[src/hw/rtl/sslit_pkg.sv]
// Shared constants, codes and chain types for the set signature lookup table.
`timescale 1ns / 1ps
`default_nettype none

package sslit_pkg;

	localparam int MAX_SETS_DEF = 64;
	localparam int MAX_COLUMNS_DEF = 64;
	localparam int RESULT_CAP = 64;

	// The chain types are sized for the largest legal table.
	localparam int KEY_W = 64;
	localparam int CNT_W = 11;

	localparam logic [1:0] MODE_WITH = 2'd0;
	localparam logic [1:0] MODE_WITHOUT = 2'd1;
	localparam logic [1:0] MODE_CONTAINS = 2'd2;
	localparam logic [1:0] MODE_SUPERSETS = 2'd3;

	localparam logic [1:0] ST_OK = 2'd0;
	localparam logic [1:0] ST_FULL = 2'd1;
	localparam logic [1:0] ST_ERR = 2'd2;

	localparam logic [1:0] TOK_FETCH = 2'd0;
	localparam logic [1:0] TOK_MATCH = 2'd1;
	localparam logic [1:0] TOK_SUPER = 2'd2;

	typedef struct packed {
		logic             valid;
		logic [1:0]       op;
		logic [KEY_W-1:0] key;
	} token_t;

	typedef struct packed {
		logic [CNT_W-1:0] src;
		logic [CNT_W-1:0] start;
		logic [CNT_W-1:0] count;
		logic             found;
		logic             flush;
		logic             adv;
	} chain_ctl_t;

endpackage

`default_nettype wire

[src/hw/rtl/sslit_cell.sv]
// One table entry: holds a mask and passes the request token on to the next entry.
`timescale 1ns / 1ps
`default_nettype none

module sslit_cell import sslit_pkg::*; #(
	parameter int MAX_COLUMNS = MAX_COLUMNS_DEF,
	parameter int IDX = 0
) (
	input  wire logic       clk,
	input  wire logic       arst_n,
	input  wire chain_ctl_t ctl,
	input  wire token_t     tok_i,
	output token_t          tok_o,
	output logic            hit
);

	localparam logic [CNT_W-1:0] MY_IDX = CNT_W'(IDX);

	logic [MAX_COLUMNS-1:0] mask_q;
	token_t                 tok_q;
	token_t                 tok_d;
	logic [MAX_COLUMNS-1:0] key;
	logic                   live;
	logic                   eq;
	logic                   sup;
	logic                   wr;

	assign key = tok_i.key[MAX_COLUMNS-1:0];
	assign live = tok_i.valid && (MY_IDX < ctl.count);
	assign eq = (mask_q == key);
	assign sup = ((mask_q & key) == key);
	assign wr = ctl.adv && tok_i.valid && (tok_i.op == TOK_MATCH) && (MY_IDX == ctl.count)
		&& !ctl.found;

	always_comb begin
		hit = 1'b0;
		if (live) begin
			case (tok_i.op)
				TOK_MATCH: hit = eq;
				TOK_SUPER: hit = sup && (MY_IDX >= ctl.start);
				default: hit = 1'b0;
			endcase
		end
	end

	always_comb begin
		tok_d = tok_i;
		if (tok_i.valid && (tok_i.op == TOK_FETCH) && (MY_IDX == ctl.src)) begin
			tok_d.key = KEY_W'(mask_q);
		end
	end

	always_ff @(posedge clk or negedge arst_n) begin
		if (!arst_n) begin
			mask_q <= '0;
		end else if (wr) begin
			mask_q <= key;
		end
	end

	always_ff @(posedge clk or negedge arst_n) begin
		if (!arst_n) begin
			tok_q <= '0;
		end else if (ctl.flush) begin
			tok_q.valid <= 1'b0;
		end else if (ctl.adv) begin
			tok_q <= tok_d;
		end
	end

	assign tok_o = tok_q;

endmodule

`default_nettype wire

[config.mk]
export PLATFORM = sky130hd
export DESIGN_NAME = sslit_cell
export DESIGN_NICKNAME = d
export VERILOG_FILES = /design/src/hw/rtl/sslit_pkg.sv /design/src/hw/rtl/sslit_cell.sv
export SDC_FILE = /design/constraint.sdc
export NUM_CORES = 1
export LEC_CHECK = 0
export ABC_AREA = 1
export BUFFER_PORTS_ARGS = -buffer_cell sky130_fd_sc_hd__buf_2
export CAP_MARGIN = 15
export CORE_MARGIN = 4
export CORE_UTILIZATION = 52
export CTS_BUF_LIST = sky130_fd_sc_hd__clkbuf_16
export CTS_CLUSTER_DIAMETER = 200
export DETAILED_ROUTE_END_ITERATION = 6
export PLACE_DENSITY_LB_ADDON = 0.08
export SETUP_SLACK_MARGIN = 0.4
export SLEW_MARGIN = 10
export SYNTH_ARGS = -nofsm -noshare
export SYNTH_HDL_FRONTEND = slang
export SYNTH_SLANG_ARGS = --single-unit
[constraint.sdc]
create_clock -name clk -period 3.7 [get_ports clk]
set_clock_uncertainty 0.1 [all_clocks]
set_input_delay 1.11 -clock clk [delete_from_list [all_inputs] [get_ports clk]]
set_output_delay 1.11 -clock clk [all_outputs]
set_load 0.05 [all_outputs]
Yosys cells after proc, flatten, opt, wreduce, memory -nomap -nowiden
Cells that the tools add are included.
{"block": "op_classes", "n_addsub": 0, "n_mul": 0, "div": 0, "order_cmp": 2, "n_eq_ne": 4, "shifts": 0, "muxes": 5, "bitwise_logic": 2, "reduce_logical": 14}
{"op": "$eq A64 B64 Y1", "count": 2}
{"op": "$mux W67", "count": 1}
{"op": "$and A64 B64 Y64", "count": 1}
{"op": "$mux W64", "count": 1}
{"op": "$logic_not A11 Y1", "count": 2}
{"op": "$ge A1 B11 Y1 const A", "count": 1}
{"op": "$lt A1 B11 Y1 const A", "count": 1}
{"op": "$logic_and A1 B1 Y1", "count": 8}
{"op": "$eq A2 B1 Y1 const B", "count": 1}
{"op": "$eq A2 B2 Y1 const B", "count": 1}
{"op": "$logic_not A2 Y1", "count": 1}
{"op": "$mux W1", "count": 2}
{"op": "$pmux W1 S2", "count": 1}
{"op": "$reduce_and A2 Y1", "count": 1}
{"op": "$reduce_bool A2 Y1", "count": 1}
{"op": "$logic_not A1 Y1", "count": 1}
{"op": "$not A1 Y1", "count": 1}
{"block": "word_totals", "ff_bits": 131, "latchBits": 0, "ram_bits": 0, "mem_bits_ro": 0, "inputBits": 105, "output_inout_bits": 68, "wordCells": 31, "n_memories": 0}

Depth between registers and ports, before layout
{"block": "depth", "word_depth": 6, "depth_mapped": 10}

Worst setup path before layout
Ideal clock, no wire load.
{"block": "synth_timing", "path_kind": "in2out", "startpoint": "in tok_i[22] (netlist bit)", "endpoint": "out hit", "arrival_ns": 2.587, "t_required_ns": 2.490, "path_slack_ns": -0.097, "cell_stages": 9, "path_buffers": 0, "cell_sequence": "ha_1 nand2_1 nor2_1 nand2_1 nor2_1 nand2_1 nor2_1 nand2_1 a21oi_1"}
{"block": "synth_between", "elab_chain_len": 5, "elab_cells_between_ends": 6, "cone_classes": "eq/ne (2); mux (2); bitwise (1); reduce/logical (1)"}
{"element": "start, declared", "line": "sslit_cell.sv:12", "source": "input wire token_t tok_i,"}
{"element": "$and A64 B64 Y64", "line": "sslit_cell.sv:31", "source": "assign sup = ((mask_q & key) == key);"}
{"element": "$eq A64 B64 Y1", "line": "sslit_cell.sv:31"}
{"element": "$logic_and A1 B1 Y1", "line": "sslit_cell.sv:40", "source": "TOK_SUPER: hit = sup && (MY_IDX >= ctl.start);"}
{"element": "$pmux W1 S2 (*)", "line": "sslit_cell.sv:38", "source": "case (tok_i.op)"}
{"element": "$mux W1 (*)", "line": "sslit_cell.sv:37", "source": "if (live) begin"}
{"element": "end, declared", "line": "sslit_cell.sv:14", "source": "output logic hit"}
Every way passes the cells marked *; elsewhere a longest branch is shown, timed or not.

Worst setup path after layout
{"block": "layout_timing", "startpoint": "in tok_i[38] (netlist bit)", "endpoint": "out hit"}
Same word-level chain as after synthesis.

==> impl_metrics.tcl <==
set metrics [dict create \
    grt_pass1_wl_um 29700 \
    die_width_um 128 \
    grt_max_degree 129 \
    ir_worst_vdd_mv 0.339 \
    crit_path_max_incr_delay_ns 0.25 \
    ff2ff_path_depth 2 \
    rsz0062_at_grt "yes" \
    drv_cap 0 \
    final_util_pct 66.8 \
    vias 6497 \
    post-route-period-util_pct 98.4 \
    synth_top_area_share_pct 43.5 \
    port_buffers 172 \
    cts_tree "yes" \
    use_met2_pct 37.8 \
    clk_pin_slew_worst_paths_ns 0.05 \
    slew_headroom_pct 49.3 \
    yosysMostFrequentCell "nand2_1" \
    avgSynthCellArea_um2 7.76 \
    ios 173 \
    cp_top_family "simple AND/OR/NAND/NOR gates" \
    synth_area_leader_cell "dfrtp_1" \
    cts_root_buf "clkbuf_16" \
    dr.pass1.iters 4 \
    start_kind "primary input" \
    crit_chain "buf_4, ha_4, nand2_2, nor2_2, nand2_1, nor2_2, nand2_1, nor2_1, nand2_1, a21oi_4, buf_12" \
    cp_num_buf_inv 2 \
    path_depth 11 \
    ys_seq_area_share_pct 43.5 \
    yosys-top-cells-area "dfrtp_1, nand2_1, ha_1" \
    cp-end-kind "output port" \
    syn_nets 1142 \
    synth.distinct_cells 21 \
    hpwl_um 12600 \
    area_growth_pct 24.6 \
    ant_nets 0 \
    nNetsFinal 1300 \
    finalSetupViolCount 0 \
    drt_iter0_drc 446 \
    drv_slew 0 \
    synth_async_sr_flop_share_pct 100 \
    critPathKind "in -> out" \
    required_ns 2.49 \
    clock_latency_ns 0.41 \
    grt.met1_usage_pct 29.4 \
    min_path_type "reg -> reg" \
    synth_edf_count 0 \
    worst_ep_arrival_time_ns 2.43 \
    start_util_pct 53.6 \
    gr-total-overflow 0 \
    crit_slowest_cell "ha_4" \
    hold_viol 0 \
    top_usage_layer "met2" \
    use_met3_pct 5.77 \
    hold_path_depth 2 \
    ys_ff_latch 131 \
    leakage_nw 4.90 \
    fmax_mhz 275 \
    drc_errors 0 \
    worst_pin_slew_ns 0.761 \
    htreeDepth 4 \
    synth_area_mm2 0.00753 \
    finalWirelength_um 18200 \
    wl_per_cell_um 13.8 \
    yosysWarnings 0 \
    num_antenna_cells 0 \
    std_cell_rows 43 \
    cpMostUsedCell "nand2_1" \
    clock_sinks 131 \
    grt_util_all_layers_pct 22.6 \
    antenna_found_initial 1 \
    path_max_fanout 2 \
    fp.dieH_um 128 \
    grt_pass1_vias 6151 \
    period_needed_ns 3.64 \
    drive_gt1_share_pct 25.1 \
    place_congestion 0.790 \
    coreArea_mm2 0.0140 \
    ys.flop_type "dfrtp_1" \
    outcome "completed" \
    numCtsBuffers 17 \
    ctsLongestPathBuffers 2 \
    avgViaCountPerCell 4.92 \
    synth_common_cells "nand2_1, nor2_1, dfrtp_1, inv_1, o21ai_1" \
    powerDensity_mw_per_mm2 410 \
    synthCells 970 \
    power_w 0.00385 \
    die-area_mm2 0.0165 \
]
## cells by family after synthesis
kind of cell | synth area share, %
flip-flops | 43.5
adder cells (fa/ha/maj) | 11.1
buffers and inverters | 10.9
AND/OR/NAND/NOR | 24.0
AO/OA/AOI/OAI | 10.4
## cell type report
class | instances | area, um2
fill | 1197 | 4660
multi-input combinational | 665 | 3880
sequential | 131 | 3280
timing repair buffer | 181 | 1000
inverter | 132 | 495
clock buffer | 17 | 425
tap | 180 | 225
clock inverter | 14 | 82.6
## power breakdown
part	switching (W)	internal [W]
Combinational	0.000577	0.000215
Clock	0.000594	0.000889
Sequential	0.0000481	0.00153
## routing by layer
metal	vias to the layer above	part of all wire, %	wire, um
met5	-	0.038	7
met4	2	1.4	263
met3	19	5.7	1040
met2	160	49	8950
met1	3006	44	7980
li1	3310	-	-
## worst reg2reg max path, delay by kind of cell, from the launching register on
family / cells / cell delay (ns)
simple gates: 1 / 0.13
flops: 1 / 0.40
compound gates: 1 / 0.09
## layout by cell type (no fill, tap or decap), drive strengths merged, types with 2 or more instances in the layout
cell / Yosys / routed
nand3: 5 / 5
buf: 30 / 181
ha: 67 / 67
a21oi: 2 / 2
nand3b: 2 / 2
nand4: 7 / 7
dfrtp: 131 / 131
nor2: 134 / 134
inv: 132 / 136
clkbuf: 12 / 17
nand2: 310 / 310
or2: 3 / 3
nor3: 4 / 4
o21ai: 130 / 130
clkinv: 0 / 9
## flip-flops by register name, indices dropped and copies added (netlist names)
signal  flops
mask_q     64
tok_o      67
## path summary, 6_finish.rpt
check | from | end | slack [ns]
worst max-delay path | tok_i[38] | hit | 0.06
worst min-delay path | tok_o[63]$_DFFE_PN0P_ | tok_o[63]$_DFFE_PN0P_ | 0.38
worst max register to register | mask_q[54]$_DFFE_PN0P_ | tok_o[54]$_DFFE_PN0P_ | 2.87
worst min register to register | tok_o[63]$_DFFE_PN0P_ | tok_o[63]$_DFFE_PN0P_ | 0.38
max in group asynchronous | arst_n | mask_q[5]$_DFFE_PN0P_ | 2.18
min in group asynchronous | arst_n | tok_o[10]$_DFFE_PN0P_ | 0.59
## metrics by stage
step	TNS, ns	hold WS, ns	setup slack (ns)	instance area [um2]	cells
2_1_floorplan	0	0.377	0.333	7820	970
3_3_place_gp	0	0.364	0.0303	8710	1289
3_5_place_dp	0	0.372	0.0313	8710	1289
4_1_cts	0	0.385	0.0652	9240	1320
5_1_grt	-0.0570	0.400	-0.0570	9380	1320
6_report	0	0.378	0.0581	9380	1320
## repair_timing
action / 4_1_cts / 5_1_grt
endpoints found under the setup margin: 1 / 1
hold buffers: 0 / 0
pin swaps: 0 / 20
resized for setup: 7 / 25
setup buffers: 0 / 0
Note: power is estimated with default switching activity, not from simulation.
